`src/rtl/core/ubxfr_pkg.sv`:
```
package ubxfr_pkg;

    localparam logic [7:0] SYNC_FIRST  = 8'hB5;
    localparam logic [7:0] SYNC_SECOND = 8'h62;

    localparam logic [7:0]  RST_WANT_CLASS    = 8'd6;
    localparam logic [7:0]  RST_WANT_ID       = 8'd8;
    localparam logic [15:0] RST_PAYLOAD_LIMIT = 16'd256;
    localparam logic [15:0] RST_TIMEOUT_MS    = 16'd800;

    localparam int CFG_IDX_W  = 2;
    localparam int CFG_DATA_W = 16;

    localparam logic [CFG_IDX_W-1:0] CFG_WANT_CLASS    = 2'd0;
    localparam logic [CFG_IDX_W-1:0] CFG_WANT_ID       = 2'd1;
    localparam logic [CFG_IDX_W-1:0] CFG_PAYLOAD_LIMIT = 2'd2;
    localparam logic [CFG_IDX_W-1:0] CFG_TIMEOUT_MS    = 2'd3;

    localparam logic [1:0] OP_START = 2'd0;
    localparam logic [1:0] OP_BYTE  = 2'd1;
    localparam logic [1:0] OP_TICK  = 2'd2;

    localparam logic [1:0] ST_PAYLOAD = 2'd0;
    localparam logic [1:0] ST_EMPTY   = 2'd1;
    localparam logic [1:0] ST_TIMEOUT = 2'd2;

    typedef enum logic [2:0] {
        PH_SYNC1   = 3'd0,
        PH_SYNC2   = 3'd1,
        PH_CLASS   = 3'd2,
        PH_ID      = 3'd3,
        PH_LEN_LO  = 3'd4,
        PH_LEN_HI  = 3'd5,
        PH_PAYLOAD = 3'd6
    } t_phase;

    typedef struct packed {
        logic [1:0] opcode;
        logic [7:0] rx_byte;
    } t_in_item;

    typedef struct packed {
        logic [1:0]  status;
        logic [7:0]  payload_byte;
        logic        last;
        logic [15:0] length;
    } t_out_item;

    typedef struct packed {
        logic [7:0]  want_class;
        logic [7:0]  want_id;
        logic [15:0] payload_limit;
        logic [15:0] timeout_ms;
    } t_cfg;

    typedef struct packed {
        logic      has_result;
        t_out_item item;
    } t_step_res;

endpackage

```
`src/rtl/core/ubxfr_in_if.sv`:
```
interface ubxfr_in_if;
    logic       valid;
    logic       ready;
    logic [1:0] opcode;
    logic [7:0] rx_byte;

    modport source (output valid, output opcode, output rx_byte, input ready);
    modport sink   (input valid, input opcode, input rx_byte, output ready);
    modport mon    (input valid, input ready, input opcode, input rx_byte);
endinterface

```
`src/rtl/core/ubxfr_out_if.sv`:
```
interface ubxfr_out_if;
    logic        valid;
    logic        ready;
    logic [1:0]  status;
    logic [7:0]  payload_byte;
    logic        last;
    logic [15:0] length;

    modport source (output valid, output status, output payload_byte, output last,
                    output length, input ready);
    modport sink   (input valid, input status, input payload_byte, input last,
                    input length, output ready);
    modport mon    (input valid, input ready, input status, input payload_byte,
                    input last, input length);
endinterface

```
`src/rtl/core/ubxfr_core.sv`:
```
module ubxfr_core
    import ubxfr_pkg::*;
(
    input  logic      i_clk,
    input  logic      i_rst_n,
    input  logic      i_fire,
    input  t_in_item  i_item,
    input  t_cfg      i_cfg,
    output t_step_res o_res
);

    logic        r_armed, n_armed;
    t_phase      r_phase, n_phase;
    logic [15:0] r_frame_len, n_frame_len;
    logic [15:0] r_left, n_left;
    logic [15:0] r_elapsed, n_elapsed;

    always_ff @(posedge i_clk) begin
        if (!i_rst_n) begin
            r_armed     <= 1'b0;
            r_phase     <= PH_SYNC1;
            r_frame_len <= '0;
            r_left      <= '0;
            r_elapsed   <= '0;
        end else begin
            r_armed     <= n_armed;
            r_phase     <= n_phase;
            r_frame_len <= n_frame_len;
            r_left      <= n_left;
            r_elapsed   <= n_elapsed;
        end
    end

    always_comb begin
        logic [15:0] len_full;
        logic [15:0] elapsed_inc;

        len_full    = {i_item.rx_byte, r_frame_len[7:0]};
        elapsed_inc = (r_elapsed == 16'hFFFF) ? r_elapsed : r_elapsed + 16'd1;

        n_armed     = r_armed;
        n_phase     = r_phase;
        n_frame_len = r_frame_len;
        n_left      = r_left;
        n_elapsed   = r_elapsed;
        o_res       = '0;

        if (i_fire) begin
            unique case (i_item.opcode)
                OP_START: begin
                    n_armed     = 1'b1;
                    n_phase     = PH_SYNC1;
                    n_frame_len = '0;
                    n_left      = '0;
                    n_elapsed   = '0;
                end
                OP_BYTE: begin
                    if (r_armed) begin
                        unique case (r_phase)
                            PH_SYNC1: begin
                                if (i_item.rx_byte == SYNC_FIRST) n_phase = PH_SYNC2;
                            end
                            PH_SYNC2: begin
                                n_phase = (i_item.rx_byte == SYNC_SECOND) ? PH_CLASS : PH_SYNC1;
                            end
                            PH_CLASS: begin
                                n_phase = (i_item.rx_byte == i_cfg.want_class) ? PH_ID
                                                                               : PH_SYNC1;
                            end
                            PH_ID: begin
                                n_phase = (i_item.rx_byte == i_cfg.want_id) ? PH_LEN_LO
                                                                            : PH_SYNC1;
                            end
                            PH_LEN_LO: begin
                                n_frame_len = {8'd0, i_item.rx_byte};
                                n_phase     = PH_LEN_HI;
                            end
                            PH_LEN_HI: begin
                                n_frame_len = len_full;
                                if (len_full >= i_cfg.payload_limit) begin
                                    // at or above the payload limit: hunt again
                                    n_phase = PH_SYNC1;
                                end else if (len_full == 16'd0) begin
                                    n_armed                   = 1'b0;
                                    n_phase                   = PH_SYNC1;
                                    o_res.has_result          = 1'b1;
                                    o_res.item.status         = ST_EMPTY;
                                    o_res.item.last           = 1'b1;
                                end else begin
                                    n_left  = len_full;
                                    n_phase = PH_PAYLOAD;
                                end
                            end
                            PH_PAYLOAD: begin
                                o_res.has_result        = 1'b1;
                                o_res.item.status       = ST_PAYLOAD;
                                o_res.item.payload_byte = i_item.rx_byte;
                                if (r_left <= 16'd1) begin
                                    n_left            = '0;
                                    n_armed           = 1'b0;
                                    n_phase           = PH_SYNC1;
                                    o_res.item.last   = 1'b1;
                                    o_res.item.length = r_frame_len;
                                end else begin
                                    n_left = r_left - 16'd1;
                                end
                            end
                            default: n_phase = PH_SYNC1;
                        endcase
                    end
                end
                OP_TICK: begin
                    if (r_armed) begin
                        n_elapsed = elapsed_inc;
                        if (elapsed_inc >= i_cfg.timeout_ms) begin
                            n_armed           = 1'b0;
                            n_phase           = PH_SYNC1;
                            n_left            = '0;
                            o_res.has_result  = 1'b1;
                            o_res.item.status = ST_TIMEOUT;
                            o_res.item.last   = 1'b1;
                        end
                    end
                end
                default: ;
            endcase
        end
    end

endmodule

```
`src/rtl/core/ubx_response_frame_receiver.sv`:
```
// UBX response frame receiver. Write class, id, payload limit and timeout through the
// config port while idle, then send a start beat followed by received bytes and 1 ms
// ticks. The block finds one frame with the wanted class and id and returns its payload
// one beat per byte (last beat carries the length), a single empty-frame beat, or a
// timeout beat. It takes one input beat every cycle; a result passes through the input
// register, loaded at acceptance, and then the result register, loaded when the held beat
// is processed, and input ready drops only while both registers hold a beat and the
// result is not being taken.
module ubx_response_frame_receiver
    import ubxfr_pkg::*;
(
    input  logic                  i_clk,
    input  logic                  i_rst_n,
    input  logic                  i_cfg_we,
    input  logic [CFG_IDX_W-1:0]  i_cfg_idx,
    input  logic [CFG_DATA_W-1:0] i_cfg_data,
    ubxfr_in_if.sink              i_in,
    ubxfr_out_if.source           o_out
);

    t_cfg      r_cfg;
    logic      r_in_valid;
    t_in_item  r_in;
    logic      r_out_valid;
    t_out_item r_out;
    logic      fire;
    t_step_res step_res;

    always_ff @(posedge i_clk) begin
        if (!i_rst_n) begin
            r_cfg.want_class    <= RST_WANT_CLASS;
            r_cfg.want_id       <= RST_WANT_ID;
            r_cfg.payload_limit <= RST_PAYLOAD_LIMIT;
            r_cfg.timeout_ms    <= RST_TIMEOUT_MS;
        end else if (i_cfg_we) begin
            unique case (i_cfg_idx)
                CFG_WANT_CLASS:    r_cfg.want_class    <= i_cfg_data[7:0];
                CFG_WANT_ID:       r_cfg.want_id       <= i_cfg_data[7:0];
                CFG_PAYLOAD_LIMIT: r_cfg.payload_limit <= i_cfg_data;
                CFG_TIMEOUT_MS:    r_cfg.timeout_ms    <= i_cfg_data;
            endcase
        end
    end

    // process the held beat when the result register is free or draining
    assign fire       = r_in_valid && (!r_out_valid || o_out.ready);
    assign i_in.ready = !r_in_valid || fire;

    always_ff @(posedge i_clk) begin
        if (!i_rst_n) begin
            r_in_valid <= 1'b0;
        end else if (i_in.valid && i_in.ready) begin
            r_in_valid <= 1'b1;
        end else if (fire) begin
            r_in_valid <= 1'b0;
        end
    end

    always_ff @(posedge i_clk) begin
        if (i_in.valid && i_in.ready) begin
            r_in.opcode  <= i_in.opcode;
            r_in.rx_byte <= i_in.rx_byte;
        end
    end

    ubxfr_core u_core (
        .i_clk   (i_clk),
        .i_rst_n (i_rst_n),
        .i_fire  (fire),
        .i_item  (r_in),
        .i_cfg   (r_cfg),
        .o_res   (step_res)
    );

    always_ff @(posedge i_clk) begin
        if (!i_rst_n) begin
            r_out_valid <= 1'b0;
        end else if (fire) begin
            r_out_valid <= step_res.has_result;
        end else if (o_out.ready) begin
            r_out_valid <= 1'b0;
        end
    end

    always_ff @(posedge i_clk) begin
        if (fire && step_res.has_result) begin
            r_out <= step_res.item;
        end
    end

    assign o_out.valid        = r_out_valid;
    assign o_out.status       = r_out.status;
    assign o_out.payload_byte = r_out.payload_byte;
    assign o_out.last         = r_out.last;
    assign o_out.length       = r_out.length;

endmodule

```
`src/flat_wrapper.sv`:
```
// flat-port wrapper written by rule: the top's interface ports become plain ports
module ubx_response_frame_receiver_flat import ubxfr_pkg::*;
  (i_clk, i_rst_n, i_cfg_we, i_cfg_idx, i_cfg_data, i_in_valid, i_in_opcode, i_in_rx_byte, i_in_ready, o_out_valid, o_out_status, o_out_payload_byte, o_out_last, o_out_length, o_out_ready);
  ubxfr_in_if i_in_i ();
  ubxfr_out_if o_out_i ();
  input  logic i_clk;
  input  logic i_rst_n;
  input  logic i_cfg_we;
  input  logic [CFG_IDX_W-1:0] i_cfg_idx;
  input  logic [CFG_DATA_W-1:0] i_cfg_data;
  input wire logic [$bits(i_in_i.valid)-1:0] i_in_valid;
  input wire logic [$bits(i_in_i.opcode)-1:0] i_in_opcode;
  input wire logic [$bits(i_in_i.rx_byte)-1:0] i_in_rx_byte;
  output wire logic [$bits(i_in_i.ready)-1:0] i_in_ready;
  output wire logic [$bits(o_out_i.valid)-1:0] o_out_valid;
  output wire logic [$bits(o_out_i.status)-1:0] o_out_status;
  output wire logic [$bits(o_out_i.payload_byte)-1:0] o_out_payload_byte;
  output wire logic [$bits(o_out_i.last)-1:0] o_out_last;
  output wire logic [$bits(o_out_i.length)-1:0] o_out_length;
  input wire logic [$bits(o_out_i.ready)-1:0] o_out_ready;
  assign i_in_i.valid = i_in_valid;
  assign i_in_i.opcode = i_in_opcode;
  assign i_in_i.rx_byte = i_in_rx_byte;
  assign i_in_ready = i_in_i.ready;
  assign o_out_valid = o_out_i.valid;
  assign o_out_status = o_out_i.status;
  assign o_out_payload_byte = o_out_i.payload_byte;
  assign o_out_last = o_out_i.last;
  assign o_out_length = o_out_i.length;
  assign o_out_i.ready = o_out_ready;
  ubx_response_frame_receiver u_core (.i_clk(i_clk), .i_rst_n(i_rst_n), .i_cfg_we(i_cfg_we), .i_cfg_idx(i_cfg_idx), .i_cfg_data(i_cfg_data), .i_in(i_in_i), .o_out(o_out_i));
endmodule
```
`config.mk`:
```
export PLATFORM = sky130hd
export DESIGN_NAME = ubx_response_frame_receiver_flat
export DESIGN_NICKNAME = d
export VERILOG_FILES = /design/src/rtl/core/ubxfr_pkg.sv /design/src/rtl/core/ubxfr_in_if.sv /design/src/rtl/core/ubxfr_out_if.sv /design/src/rtl/core/ubxfr_core.sv /design/src/rtl/core/ubx_response_frame_receiver.sv /design/src/flat_wrapper.sv
export SDC_FILE = /design/constraint.sdc
export NUM_CORES = 1
export LEC_CHECK = 0
export ABC_CLOCK_PERIOD_IN_PS = 5600
export BUFFER_PORTS_ARGS = -buffer_cell sky130_fd_sc_hd__buf_4
export CAP_MARGIN = 20
export CORE_ASPECT_RATIO = 1.75
export CORE_MARGIN = 10
export CORE_UTILIZATION = 45
export CTS_BUF_LIST = sky130_fd_sc_hd__clkbuf_4 sky130_fd_sc_hd__clkbuf_8 sky130_fd_sc_hd__clkbuf_16
export DETAILED_ROUTE_END_ITERATION = 10
export PLACE_DENSITY = 0.69
export REMOVE_ABC_BUFFERS = 1
export SETUP_SLACK_MARGIN = 0.1
export SYNTH_ARGS = -nofsm -noshare
export SYNTH_HDL_FRONTEND = slang
export SYNTH_SLANG_ARGS = --single-unit
```
`constraint.sdc`:
```
create_clock -name i_clk -period 5.6 [get_ports i_clk]
set_input_delay 0 -clock i_clk [delete_from_list [all_inputs] [get_ports i_clk]]
set_output_delay 0 -clock i_clk [all_outputs]
set_load 0.01 [all_outputs]
```
* After elaboration in Yosys (flattened, before gate mapping)
Index checks and enable logic that the tools add are counted.
W data, S select, Z words.
** Word-level totals
- Output and inout port bits :: 29
- Word-level logic and storage cells :: 135
- Bits in registers :: 139
** Cells by class
- $lt $le $gt $ge :: 3
- Reduce and logical (&&, ||, !) cells :: 28
- Eq/ne operators :: 27
- $add $sub $neg :: 2
- Muxes and demuxes :: 57
** Operator list (number)
- $mux W16 :: 11
- $pmux W16 S2 :: 4
- $mux W28 :: 2
- $pmux W16 S3 :: 1
- $mux W3 :: 12
- $ge A16 B16 Y1 :: 2
- $pmux W3 S7 :: 1
- $mux W17 :: 1
- $add A16 B1 Y16 const B :: 1
- $eq A16 B16 Y1 const B :: 1
- $eq A8 B8 Y1 :: 2
- $le A16 B1 Y1 const B :: 1
- $logic_not A16 Y1 :: 1
- $mux W8 :: 2
- $sub A16 B1 Y16 const B :: 1
- $mux W1 :: 14
- $ne A3 B3 Y1 const B :: 4
- $pmux W3 S2 :: 2
- $reduce_and A2 Y1 :: 5
- $reduce_and A5 Y1 :: 2
- $eq A3 B3 Y1 const B :: 3
- $pmux W3 S3 :: 1
- $eq A8 B7 Y1 const B :: 1
- $eq A8 B8 Y1 const B :: 1
- 21 further kinds :: 41

* Logic depth before layout (Yosys ltp)
Gate-level depths: netlist (run 1).
- Depth in word-level cells :: 8
- Depth in mapped cells :: 15
- Gate-level depth less buffers :: 13

* By module
A second synthesis (run 1) with hierarchy kept.
** Unflattened totals
- Cells, all modules :: 838
- Area total of the unflattened synthesis :: 7522.2 sq um
** By module, submodules not included
- ubxfr_core :: cells an instance 606, area an instance 4468.0 sq um, sequential area each 1041.0 sq um, times used 1
- ubx_response_frame_receiver :: cells an instance 232, area an instance 3054.2 sq um, sequential area each 2112.0 sq um, times used 1

* Worst setup path after synthesis (run 1)
No wires, ideal clock.
- Path kind :: register to register
- Start :: reg u_core.u_core.r_elapsed[4]
- End :: reg u_core.r_out (netlist bit u_core.o_out.last), enable pin
- Buffers on the path :: 2
- Data required time :: 5.180 ns
- Path slack :: 1.420 ns
- Stages on the path, launching flop included :: 15
- Clock period less this slack :: 4.180 ns
- Arrival :: 3.760 ns
- Path through :: dfxtp_1 > and4_1 > buf_2 > and4_1 > buf_4 > a31oi_2 > nand2_1 > xnor2_1 > ha_1 > nand3_1 > nor2_1 > a41oi_1 > nand3_1 > nand3_1 > a21oi_1
** On the way
- Word-level cells in the longest chain between the ends :: 8
** RTL lines
- from (decl) :: line ubxfr_core.sv:16 : logic [15:0] r_elapsed, n_elapsed;
- from (signal assigned) :: line ubxfr_core.sv:30 : r_elapsed <= n_elapsed;
- $add A16 B1 Y16 or $eq A16 B16 Y1 (tied branches) :: line ubxfr_core.sv:39 : elapsed_inc = (r_elapsed == 16'hFFFF) ? r_elapsed : r_elapsed + 16'd1;
- $mux W16 * :: line ubxfr_core.sv:39
- $ge A16 B16 Y1 * :: line ubxfr_core.sv:115 : if (elapsed_inc >= i_cfg.timeout_ms) begin
- $mux W3 * :: line ubxfr_core.sv:115
- $mux W3 * :: line ubxfr_core.sv:113 : if (r_armed) begin
- $pmux W3 S2 * :: line ubxfr_core.sv:49 : unique case (i_item.opcode)
- $mux W28 * :: line ubxfr_core.sv:48 : if (i_fire) begin
- $logic_and A1 B1 Y1 * :: line ubx_response_frame_receiver.sv:86 : if (fire && step_res.has_result) begin
- to (signal assigned) :: line ubx_response_frame_receiver.sv:87 : r_out <= step_res.item;
- to (decl) :: line ubx_response_frame_receiver.sv:25 : t_out_item r_out;
Every way passes the cells marked *; elsewhere a longest branch is shown, timed or not.
A chain may end at the register's enable or synchronous reset.

* Worst setup path in the final report (run 1)
- Start :: reg u_core.u_core.r_elapsed[4]
- End :: reg u_core.u_core.r_left[0]
** On the way
- Word-level cells in the longest chain between the ends :: 5
** RTL lines
- $add A16 B1 Y16 or $eq A16 B16 Y1 (tied branches) :: line ubxfr_core.sv:39
- $mux W16 * :: line ubxfr_core.sv:39
- $ge A16 B16 Y1 * :: line ubxfr_core.sv:115
- $ne A2 B2 Y1 (no line) *
- $reduce_and A8 Y1 (no line) *
- to (signal assigned) :: line ubxfr_core.sv:29 : r_left <= n_left;
- to (decl) :: line ubxfr_core.sv:15 : logic [15:0] r_left, n_left;
Marks and branches as above.

==> reports/qor.txt, run 1 <==
OUTCOME
--------------------------------------------------------------------------------
Status                                                              finished clean

STA
--------------------------------------------------------------------------------
Final period util                                                          66.4%
Hold Worst Slack                                                         25.4 ps
Period minus WS final                                                    3720 ps
Final hold violations                                                          0
Unrepaired setup endpoints after global routing                               no
Final slew viol count                                                          0
Worst-Margin Slew                                                         831 ps
Clock skew after layout                                                  12.2 ps
Total negative slack                                                        0 ps
Highest clock frequency the design can meet                            0.269 GHz
Worst max-slew margin expressed relative to the limit                      44.5%
Number of endpoints failing setup at the final stage                           0
Worst setup slack after layout                                           1880 ps

CLOCK TREE
--------------------------------------------------------------------------------
Clock Sink Count                                                             139
Clock tree from TritonCTS                                                  built
Clock insertion delay at the later pin of the skew report                 440 ps
Post-cts gate resize count                                                     0
Post-CTS setup-driven buffer insertion count                                   0
Maximum number of buffers from clock root to sink                              2
Number of CTS-inserted buffers                                                17
Hold buffer count at CTS                                                      29
Clock-pin slew on the worst setup and hold paths                           70 ps
Cell chosen for the clock root                                      sky130_fd_sc_hd__clkbuf_16
Number of H-tree levels                                                        4

DETAILED ROUTING
--------------------------------------------------------------------------------
First-pass iteration count of the detailed router                              5
Per-cell via count in the routed design                                     5.66
Routed wirelength normalized by instance count                           17.7 um
Via total after detailed routing                                            6259
Antenna Nets Post-Route                                                        0
Violation count after the first detailed-routing iteration                   322
DRC violations left                                                            0
Post-detailed-routing wire length                                       19600 um

PLACED DESIGN
--------------------------------------------------------------------------------
GPL Wtd Cong                                                               0.859
Worst setup slack before clock tree synthesis                            1930 ps
Post-DP HPWL                                                            13900 um
Port-buffer cells                                                             61

FINAL LAYOUT
--------------------------------------------------------------------------------
Number of nets at the end of the flow                                        976
Ratio of cells with drive above 1 in the final layout                      13.3%
Antenna diode count                                                            0
Area growth, synth to finish                                               19.5%
Fraction of the core area covered by cells at the end of the flow          54.9%
Filler cell count                                                           1479

DIE
--------------------------------------------------------------------------------
Area of the die                                                       22100 um^2
Horiz. Die Dim                                                            117 um
Area of the core                                                      16000 um^2
Cell Rows                                                                     61
Top-level port count                                                          62
Floorplan die height                                                      189 um
Initial Utilization                                                        46.0%

GLOBAL ROUTING
--------------------------------------------------------------------------------
Initial antenna violation count                                                0
Congestion Overflow GR                                                         0
Number of global-route vias before repair                                   6275
Overall Global Routing Usage                                               18.3%
Maximum number of pins on one net before global-route repair                  70
Global-route wire length before repair                                  31900 um

YOSYS
--------------------------------------------------------------------------------
Synthesized area                                                       7370 um^2
Most used flip-flop cell after synthesis                            sky130_fd_sc_hd__dfxtp_1
Number of enable-type register cells in the synthesized netlist               37
Cell count after synthesis                                                   833
Sequential cell area fraction in the yosys report                          42.8%
Count of cell types in the netlist                                            69
Yosys warning total                                                            0
Number of synthesized register bits                                          139
Async SR Flop Fraction                                                        0%
Mean area per synthesized cell                                         8.85 um^2

PWR
--------------------------------------------------------------------------------
Leakage power figure                                                  0.00363 uW
Power density over the cells                                         269 nW/um^2
Worst voltage drop across the vdd grid                                  0.186 mV

CRITICAL PATH
--------------------------------------------------------------------------------
Peak fanout along the critical path                                           16
Crit Path Class                                                          reg2reg
Setup crit start kind                                                   register
WP data arrival                                                          4080 ps
Required time reported for the critical path endpoint                    5960 ps
Worst setup EP type                                                     register

FLOW RUN
--------------------------------------------------------------------------------
Max-cap violations                                                             0

MIN PATH
--------------------------------------------------------------------------------
Worst hold path type                                                      in2reg

[power by group]
group | internal, uW | switching [uW]
Combinational | 78.3 | 105
Sequential | 1050 | 26.5
Clock | 627 | 486
[worst paths after layout]
path	start	endpoint	slack [ps]	depth (start not counted)
max	u_core.u_core.r_elapsed[4]$_SDFFE_PN0P_	u_core.u_core.r_left[0]$_SDFFE_PN0P_	1880	10
min	o_out_ready	u_core.r_in_valid$_SDFFE_PN0P_	30	4
max reg2reg	u_core.u_core.r_elapsed[4]$_SDFFE_PN0P_	u_core.u_core.r_left[0]$_SDFFE_PN0P_	1880	10
min reg2reg	u_core.u_core.r_frame_len[8]$_SDFFE_PN0P_	u_core.u_core.r_frame_len[8]$_SDFFE_PN0P_	450	2
[through the flow]
stage	instance area, um^2	cells	power (uW)
6_report	8810	1106	2370
5_1_grt	8810	1106	2440
4_1_cts	8810	1106	2380
3_5_place_dp	7940	1045	1260
3_3_place_gp	7930	1044	1260
2_1_floorplan	7160	785	1190
[metal layers]
metal	vias up	GRT usage [%]	routed length, um
met5	-	0	0
met4	0	10.8	865
met3	51	3.26	807
met2	167	33.4	10700
met1	2973	18.5	7260
li1	3068	-	-
[flip-flops by register name (all words and copies together), names as in the netlist]
register,flops
u_core.u_core.r_armed,1
u_core.o_out.payload_byte,8
u_core.u_core.r_left,16
u_core.o_out.status,2
u_core.r_in,10
u_core.o_out.last,1
u_core.r_cfg,48
u_core.r_in_valid,1
u_core.u_core.r_elapsed,16
u_core.o_out.length,16
u_core.u_core.r_frame_len,16
u_core.u_core.r_phase,3
u_core.o_out.valid,1
[cell usage after synthesis (5+ instances only)]
master / instances / share of area (%)
sky130_fd_sc_hd__nand2_1: 160 / 8.1
sky130_fd_sc_hd__edfxtp_1: 37 / 15
sky130_fd_sc_hd__nand4_1: 12 / 1.0
sky130_fd_sc_hd__o21ai_0: 23 / 1.6
sky130_fd_sc_hd__o211ai_1: 5 / 0.51
sky130_fd_sc_hd__a31oi_1: 9 / 0.76
sky130_fd_sc_hd__o31ai_1: 9 / 0.92
sky130_fd_sc_hd__nand2b_1: 5 / 0.42
sky130_fd_sc_hd__and3_1: 22 / 1.9
sky130_fd_sc_hd__nor3_1: 10 / 0.68
sky130_fd_sc_hd__clkbuf_1: 36 / 1.8
sky130_fd_sc_hd__inv_1: 41 / 2.1
sky130_fd_sc_hd__and2_1: 13 / 1.1
sky130_fd_sc_hd__nor2_1: 39 / 2.0
sky130_fd_sc_hd__mux2i_1: 35 / 4.8
sky130_fd_sc_hd__nor4_1: 13 / 1.1
sky130_fd_sc_hd__buf_2: 5 / 0.34
sky130_fd_sc_hd__nand3_1: 34 / 2.3
sky130_fd_sc_hd__ha_1: 39 / 6.6
sky130_fd_sc_hd__a21oi_1: 60 / 4.1
sky130_fd_sc_hd__xor2_1: 20 / 2.4
sky130_fd_sc_hd__xnor2_1: 19 / 2.3
sky130_fd_sc_hd__dfxtp_1: 102 / 28
[worst max-delay path: stages, from the launching register on]
cell	delay, ps
sky130_fd_sc_hd__dfxtp_1	430
sky130_fd_sc_hd__and4_1	350
sky130_fd_sc_hd__and4_1	390
sky130_fd_sc_hd__nand3_2	260
sky130_fd_sc_hd__mux2_1	410
sky130_fd_sc_hd__ha_1	300
sky130_fd_sc_hd__a2111o_1	350
sky130_fd_sc_hd__a41oi_1	310
sky130_fd_sc_hd__a41oi_1	260
sky130_fd_sc_hd__o21ai_4	340
sky130_fd_sc_hd__mux2i_1	260
[logic make-up after synthesis]
logic type | Yosys count | share of synthesized area, %
simple gates | 340 | 22.5
compound gates | 148 | 13.2
flops | 139 | 42.8
buf+inv | 90 | 5.04
xor+xnor | 39 | 4.64
fa+ha+maj | 39 | 6.62
mux | 38 | 5.21
[area by class of cell]
| class | instances | area (um^2) | share of cell area (%) |
|---|---|---|---|
| Clock buffer | 17 | 425 | 4.83 |
| Clock inverter | 15 | 153 | 1.73 |
| Inverter | 42 | 158 | 1.79 |
| Multi-Input combinational cell | 604 | 3850 | 43.8 |
| Sequential cell | 139 | 3150 | 35.8 |
| Tap cell | 189 | 236 | 2.69 |
| Timing Repair Buffer | 100 | 827 | 9.39 |
[placed cells by master (no fill, tap or decap), types with 6 or more instances in the layout]
cell,Yosys,routed
sky130_fd_sc_hd__o21ai_0,23,23
sky130_fd_sc_hd__dfxtp_1,102,102
sky130_fd_sc_hd__clkbuf_16,0,17
sky130_fd_sc_hd__nor4_1,13,12
sky130_fd_sc_hd__dlygate4sd3_1,0,29
sky130_fd_sc_hd__nor3_1,10,10
sky130_fd_sc_hd__o31ai_1,9,9
sky130_fd_sc_hd__inv_1,41,41
sky130_fd_sc_hd__buf_4,1,70
sky130_fd_sc_hd__ha_1,39,39
sky130_fd_sc_hd__xor2_1,20,20
sky130_fd_sc_hd__mux2i_1,35,35
sky130_fd_sc_hd__nand3_1,34,34
sky130_fd_sc_hd__nand2_1,160,160
sky130_fd_sc_hd__nand4_1,12,12
sky130_fd_sc_hd__nor2_1,39,39
sky130_fd_sc_hd__and3_1,22,22
sky130_fd_sc_hd__xnor2_1,19,19
sky130_fd_sc_hd__edfxtp_1,37,37
sky130_fd_sc_hd__inv_6,0,6
sky130_fd_sc_hd__and2_1,13,13
sky130_fd_sc_hd__a31oi_1,9,9
sky130_fd_sc_hd__a21oi_1,60,59
No activity file was read; power rests on OpenSTA's default activity.
==> run 2, diff against run 1 <==
- ABC_CLOCK_PERIOD_IN_PS: 5600 -> 3100
- PLACE_DENSITY: 0.69 -> 0.71
- clock period: 5.6 -> 3.1 ns (I/O delays scaled with it)
==> run 2 against run 1 <==
Compared with the run above:
- the flow now finishes with violations (setup timing)
- setup slack got worse by 2000 ps
- clock skew fell by 3.8 ps
- design area rose by 10%
- maximum frequency rose by 16%
- global-route usage rose by 1.4 points
- combinational power rose by 100%
- cell count rose by 6.1%
- count of clock-buffer cells in the layout rose by 1
- register-to-register slack got worse by 2000 ps
- sequential power rose by 80%
- wire length rose by 11%
- critical path depth rose by 5
==> reports/qor.txt, run 2 (synthesis results as in run 1) <==
PLACED DESIGN
--------------------------------------------------------------------------------
Post-DP HPWL                                                            15300 um
Port-buffer cells                                                             61
Cell area after placement                                              8310 um^2
GPL Wtd Cong                                                               0.887

DETAILED ROUTING
--------------------------------------------------------------------------------
Post-detailed-routing wire length                                       21900 um
Per-cell via count in the routed design                                     5.70
Violation count after the first detailed-routing iteration                   444
First-pass iteration count of the detailed router                              6
Routed wirelength normalized by instance count                           18.6 um
Via total after detailed routing                                            6682
Antenna Nets Post-Route                                                        0
DRC violations left                                                            0

GLOBAL ROUTING
--------------------------------------------------------------------------------
Global-route wire length before repair                                  34300 um
Congestion Overflow GR                                                         0
Initial antenna violation count                                                0
Number of global-route vias before repair                                   6762
Overall Global Routing Usage                                               19.7%
Maximum number of pins on one net before global-route repair                  66

FINAL LAYOUT
--------------------------------------------------------------------------------
Register containing the most flip-flops in the final layout         u_core.r_cfg
Ratio of cells with drive above 1 in the final layout                      23.5%
Number of flip-flops in the largest register                                  48
Most frequent cells in the layout                                   sky130_fd_sc_hd__nand2_1, sky130_fd_sc_hd__buf_4, sky130_fd_sc_hd__dfxtp_1
Filler cell count                                                           1357
Most common cell after layout, fill and taps aside                  sky130_fd_sc_hd__nand2_1
Number of nets at the end of the flow                                       1043
Antenna diode count                                                            0
Cell area after layout                                                 9680 um^2
Fraction of the core area covered by cells at the end of the flow          60.4%
Area growth, synth to finish                                               31.4%

DIE
--------------------------------------------------------------------------------
Area of the die                                                       22100 um^2
Top-level port count                                                          62
Cell Rows                                                                     61
Horiz. Die Dim                                                            117 um
Area of the core                                                      16000 um^2
Initial Utilization                                                        46.0%
Floorplan die height                                                      189 um

CLOCK TREE
--------------------------------------------------------------------------------
Clock insertion delay at the later pin of the skew report                 430 ps
Maximum number of buffers from clock root to sink                              2
Clock tree from TritonCTS                                                  built
Clock Sink Count                                                             139
Number of CTS-inserted buffers                                                17
Clock-pin slew on the worst setup and hold paths                           60 ps
Cell chosen for the clock root                                      sky130_fd_sc_hd__clkbuf_16
Number of H-tree levels                                                        4

STA
--------------------------------------------------------------------------------
Worst setup slack after layout                                          -99.3 ps
Final hold violations                                                          0
Unrepaired setup endpoints after global routing                              yes
Total negative slack                                                    -2540 ps
Highest clock frequency the design can meet                            0.313 GHz
Clock skew after layout                                                  8.39 ps
Worst-Margin Slew                                                         727 ps
Period minus WS final                                                    3200 ps
Final slew viol count                                                          0
Worst max-slew margin expressed relative to the limit                      51.5%
Hold Worst Slack                                                         88.2 ps
Final period util                                                           103%
Number of endpoints failing setup at the final stage                          43

MIN PATH
--------------------------------------------------------------------------------
Worst hold path type                                                      in2reg
Worst Hold End                                                      u_core.r_cfg[27]$_SDFFE_PN0P_
Hold path cells                                                                5
HP Start                                                            i_cfg_idx[0]

CRITICAL PATH
--------------------------------------------------------------------------------
Worst-case reg-to-reg path depth                                              15
Reg-to-reg slack, setup                                                  -100 ps
Capture instance of the worst register-to-register path             u_core.o_out.payload_byte[3]$_SDFFCE_PN0P_
Crit Path Class                                                          reg2reg
Setup crit start kind                                                   register
Reg2reg start                                                       u_core.u_core.r_elapsed[6]$_SDFFE_PN0P_
Peak fanout along the critical path                                            7
WP data arrival                                                          3340 ps
Required time reported for the critical path endpoint                    3240 ps
Worst setup EP type                                                     register

PWR
--------------------------------------------------------------------------------
Power density over the cells                                         444 nW/um^2
Worst voltage drop across the vdd grid                                  0.324 mV
Leakage power figure                                                  0.00405 uW

OUTCOME
--------------------------------------------------------------------------------
Violated checks                                                     setup timing
Status                                                              finished, violations left

FLOW RUN
--------------------------------------------------------------------------------
Max-cap violations                                                             0

==> run 2: timing repair <==
| action | CTS | global route |
|---|---|---|
| resized for setup | 41 | 22 |
| setup endpoints to repair | 48 | 48 |
| pin swaps | 17 | 20 |
| cloned | 1 | 3 |
| setup buffers | 7 | 10 |
| hold buffers | 30 | 0 |
| hold endpoints to repair | 59 | 0 |
==> run 2: area by class of cell <==
class	count	area [um^2]	area share, %
sequential	139	3160	32.6
inverter	42	158	1.63
clock buffer	18	433	4.47
clock inverter	14	144	1.49
tap	189	236	2.44
timing repair buffer	167	1430	14.8
multi-input combinational	604	4120	42.6
==> run 2: through the flow <==
| stage | power [uW] | cells | setup slack, ps |
|---|---|---|---|
| floorplan | 2140 | 785 | -1010 |
| finish | 4300 | 1173 | -99.3 |
| detailed placement | 2300 | 1092 | -85.4 |
| global route | 4430 | 1173 | -250 |
| CTS | 4310 | 1162 | 33.4 |
| global placement | 2290 | 1092 | -36.9 |
==> run 2: power breakdown <==
part	switching, uW	leakage [uW]	internal (uW)
registers	34.7	0.00124	1890
clock network	811	0.000276	1190
logic	215	0.00253	158
total	1060	0.00405	3240
==> run 2: worst max path at each step <==
stage                                        startpoint  cells after the start                                         end  slack [ps]
2_1_floorplan   u_core.u_core.r_elapsed[4]$_SDFFE_PN0P_                     10             u_core.o_out.last$_SDFFCE_PN0P_       -1010
3_3_place_gp   u_core.u_core.r_elapsed[10]$_SDFFE_PN0P_                     14  u_core.o_out.payload_byte[5]$_SDFFCE_PN0P_         -40
3_5_place_dp    u_core.u_core.r_elapsed[4]$_SDFFE_PN0P_                     12        u_core.u_core.r_left[0]$_SDFFE_PN0P_         -90
4_1_cts         u_core.u_core.r_elapsed[3]$_SDFFE_PN0P_                     15  u_core.o_out.payload_byte[6]$_SDFFCE_PN0P_          30
5_1_grt         u_core.u_core.r_elapsed[6]$_SDFFE_PN0P_                     16       u_core.o_out.length[11]$_SDFFCE_PN0P_        -250
6_report        u_core.u_core.r_elapsed[6]$_SDFFE_PN0P_                     15  u_core.o_out.payload_byte[3]$_SDFFCE_PN0P_        -100
==> run 2: per-layer routing <==
| metal | global-route usage, % | part of all wire, % |
|---|---|---|
| met1 | 19.4 | 36 |
| met2 | 35.2 | 54 |
| met3 | 3.51 | 4.1 |
| met4 | 14.7 | 6.6 |
| met5 | 0 | 0 |
==> run 2: critical path: stages, from the launching register on <==
cell	delay, ps
sky130_fd_sc_hd__dfxtp_2	320
sky130_fd_sc_hd__and4_4	200
sky130_fd_sc_hd__and4_4	220
sky130_fd_sc_hd__buf_6	120
sky130_fd_sc_hd__a31oi_4	300
sky130_fd_sc_hd__nand3_4	150
sky130_fd_sc_hd__xnor2_4	190
sky130_fd_sc_hd__ha_1	310
sky130_fd_sc_hd__nand4_1	100
sky130_fd_sc_hd__a31oi_2	170
sky130_fd_sc_hd__o21bai_2	120
sky130_fd_sc_hd__nand3_2	110
sky130_fd_sc_hd__nand3_2	110
sky130_fd_sc_hd__a21oi_4	200
sky130_fd_sc_hd__buf_12	150
sky130_fd_sc_hd__clkbuf_16	150
==> run 3, diff against run 2 <==
- ABC_CLOCK_PERIOD_IN_PS: 3100 -> 3460
- CELL_PAD_IN_SITES_DETAIL_PLACEMENT: not set -> 0
- CELL_PAD_IN_SITES_GLOBAL_PLACEMENT: not set -> 1
- PLACE_DENSITY: 0.71 -> 0.84
- clock period: 3.1 -> 3.46 ns (I/O delays scaled with it)
==> run 3 against run 2 <==
Compared with the run above:
- the run now ends clean
- clock skew grew 3.6 ps
- combinational power shrank 11%
- total power shrank 11%
- maximum frequency shrank 3.7%
- global-route usage shrank 0.72 points
- largest power group unchanged
==> reports/qor.txt, run 3 (synthesis results as in run 1) <==
OUTCOME
---------------------------------------------------------------------------
Status                                                         finished clean

GLOBAL ROUTING
---------------------------------------------------------------------------
Number of global-route vias before repair                              6220
Initial antenna violation count                                           0
Global-route wire length before repair                             32500 um
Overall Global Routing Usage                                          19.0%
Congestion Overflow GR                                                    0
Maximum number of pins on one net before global-route repair             61

PWR
---------------------------------------------------------------------------
Total net switching power                                            993 uW
Switching part of the total                                           25.9%
Clock share of power                                                  46.3%
Share of total power in combinational logic                            8.7%
Final Total Pwr                                                     3840 uW
Worst voltage drop across the vdd grid                             0.278 mV
Leakage power figure                                             0.00386 uW
Internal power                                                      2850 uW
Part of the total power dissipated in sequential elements             45.0%
Power density over the cells                                    414 nW/um^2

CRITICAL PATH
---------------------------------------------------------------------------
Reg2reg start                                                  u_core.u_core.r_elapsed[10]$_SDFFE_PN0P_
Cells along the critical path                                  and3_4 > nand3_4 > nor4_4 > mux2_2 > ha_1 > nand4_1 > nor2_1 > a41oi_2 > nand3_2 > nand3_2 > a21oi_4 > clkbuf_16
Required time reported for the critical path endpoint               3600 ps
Max stage delay on crit path                                         410 ps
Peak fanout along the critical path                                       7
Worst setup EP type                                                register
Reg-to-reg slack, setup                                              140 ps
Crit path max-delay cell type                                  sky130_fd_sc_hd__mux2_2
CP startpoint                                                  u_core.u_core.r_elapsed[10]$_SDFFE_PN0P_
Most common cell type on the critical path                     sky130_fd_sc_hd__nand3_2
WP data arrival                                                     3460 ps
Worst-case reg-to-reg path depth                                         12
Crit Path Class                                                     reg2reg
Setup crit start kind                                              register
Capture instance of the worst register-to-register path        u_core.o_out.length[5]$_SDFFCE_PN0P_

STA
---------------------------------------------------------------------------
Final slew viol count                                                     0
Final period util                                                     96.0%
Highest clock frequency the design can meet                       0.301 GHz
Worst max-slew margin expressed relative to the limit                 48.2%
Unrepaired setup endpoints after global routing                          no
Worst-Margin Slew                                                    776 ps
Final hold violations                                                     0
Period minus WS final                                               3320 ps
Number of endpoints failing setup at the final stage                      0
Clock skew after layout                                             12.0 ps

CLOCK TREE
---------------------------------------------------------------------------
Number of H-tree levels                                                   4
Clock-pin slew on the worst setup and hold paths                      60 ps
Maximum number of buffers from clock root to sink                         2
Clock Sink Count                                                        139
Number of CTS-inserted buffers                                           17
Clock tree from TritonCTS                                             built
Clock insertion delay at the later pin of the skew report            420 ps
Cell chosen for the clock root                                 sky130_fd_sc_hd__clkbuf_16

PLACED DESIGN
---------------------------------------------------------------------------
Port-buffer cells                                                        61
GPL Wtd Cong                                                          0.897
Cell area after placement                                         8050 um^2
Post-DP HPWL                                                       14900 um

DIE
---------------------------------------------------------------------------
Cell Rows                                                                61
Area of the core                                                 16000 um^2
Floorplan die height                                                 189 um
Horiz. Die Dim                                                       117 um
Top-level port count                                                     62
Initial Utilization                                                   46.0%
Area of the die                                                  22100 um^2

FINAL LAYOUT
---------------------------------------------------------------------------
Most frequent cells in the layout                              sky130_fd_sc_hd__nand2_1, sky130_fd_sc_hd__dfxtp_1, sky130_fd_sc_hd__buf_4
Number of flip-flops in the largest register                             48
Register containing the most flip-flops in the final layout    u_core.r_cfg
Area growth, synth to finish                                          25.9%
Number of nets at the end of the flow                                  1004
Antenna diode count                                                       0
Most common cell after layout, fill and taps aside             sky130_fd_sc_hd__nand2_1
Cell area after layout                                            9280 um^2
Ratio of cells with drive above 1 in the final layout                 18.7%

DETAILED ROUTING
---------------------------------------------------------------------------
DRC violations left                                                       0
Post-detailed-routing wire length                                  21200 um
Per-cell via count in the routed design                                5.59
Antenna Nets Post-Route                                                   0
Routed wirelength normalized by instance count                      18.7 um
Violation count after the first detailed-routing iteration              308
Via total after detailed routing                                       6339
First-pass iteration count of the detailed router                         5

MIN PATH
---------------------------------------------------------------------------
Worst Hold End                                                 u_core.o_out.valid$_SDFFE_PN0P_
Worst hold path type                                                 in2reg
HP Start                                                        o_out_ready
Hold path cells                                                           4

FLOW RUN
---------------------------------------------------------------------------
Max-cap violations                                                        0

## run 3: power groups by stage
stage / Combinational (uW) / Sequential [uW] / Clock, uW
2_1_floorplan: 158 / 1760 / 0
4_1_cts: 325 / 1730 / 1800
3_5_place_dp: 293 / 1760 / 0
6_report: 333 / 1730 / 1780
5_1_grt: 364 / 1730 / 1870
3_3_place_gp: 290 / 1760 / 0
## run 3: what timing repair did
| action | in CTS | in global routing |
|---|---|---|
| pin swaps | 0 | 14 |
| cloned | 0 | 3 |
| hold endpoints to repair | 59 | 0 |
| endpoints found under the setup margin | 46 | 48 |
| setup buffers | 2 | 9 |
| hold buffers | 29 | 0 |
| resized for setup | 5 | 35 |
## run 3: worst max-delay path, delay by kind of cell (launching register included)
kind | cells | cell delay, ps
muxes | 1 | 410
buffers and inverters | 1 | 220
AOI/OAI and AO/OA | 2 | 480
and+or+nand+nor | 7 | 1220
adders and majority gates | 1 | 340
DFF | 1 | 360
## run 3: worst max path at each step
stage	end	slack [ps]	cells after the start
2_1_floorplan	u_core.o_out.last$_SDFFCE_PN0P_	-650	10
4_1_cts	u_core.o_out.length[13]$_SDFFCE_PN0P_	120	12
6_report	u_core.o_out.length[5]$_SDFFCE_PN0P_	140	12
3_3_place_gp	u_core.u_core.r_left[8]$_SDFFE_PN0P_	30	13
3_5_place_dp	u_core.u_core.r_left[2]$_SDFFE_PN0P_	-30	10
5_1_grt	u_core.o_out.status[0]$_SDFFCE_PN0P_	30	14
## run 3: through the flow
| step | cells | TNS [ps] | setup slack, ps | utilization, % | hold slack, ps |
|---|---|---|---|---|---|
| final | 1134 | 0 | 138 | 57.9 | 21.8 |
| after global routing | 1134 | 0 | 30.7 | 57.9 | 68.6 |
| after CTS | 1122 | 0 | 117 | 56.0 | 16.6 |
| after detailed placement | 1059 | -106 | -30.9 | 50.2 | 179 |
| after global placement | 1059 | 0 | 30.4 | 50.2 | 179 |
| after floorplan | 785 | -17500 | -648 | - | 61.9 |
## run 3: area by class of cell
cell class                      count  area, um^2
Clock inverter                     12         100
Fill cell                        1434        6750
Tap cell                          189         236
Inverter                           42         158
Sequential cell                   139        3160
Multi-Input combinational cell    604        4050
Timing Repair Buffer              128        1110
Clock buffer                       20         472
## run 3: layer usage
layer / GRT usage [%] / up-vias / part of all wire, %
li1: - / 3131 / -
met1: 18.6 / 2987 / 36
met2: 35.9 / 164 / 55
met3: 3.04 / 57 / 3.7
met4: 10.6 / 0 / 4.6
met5: 0 / - / 0
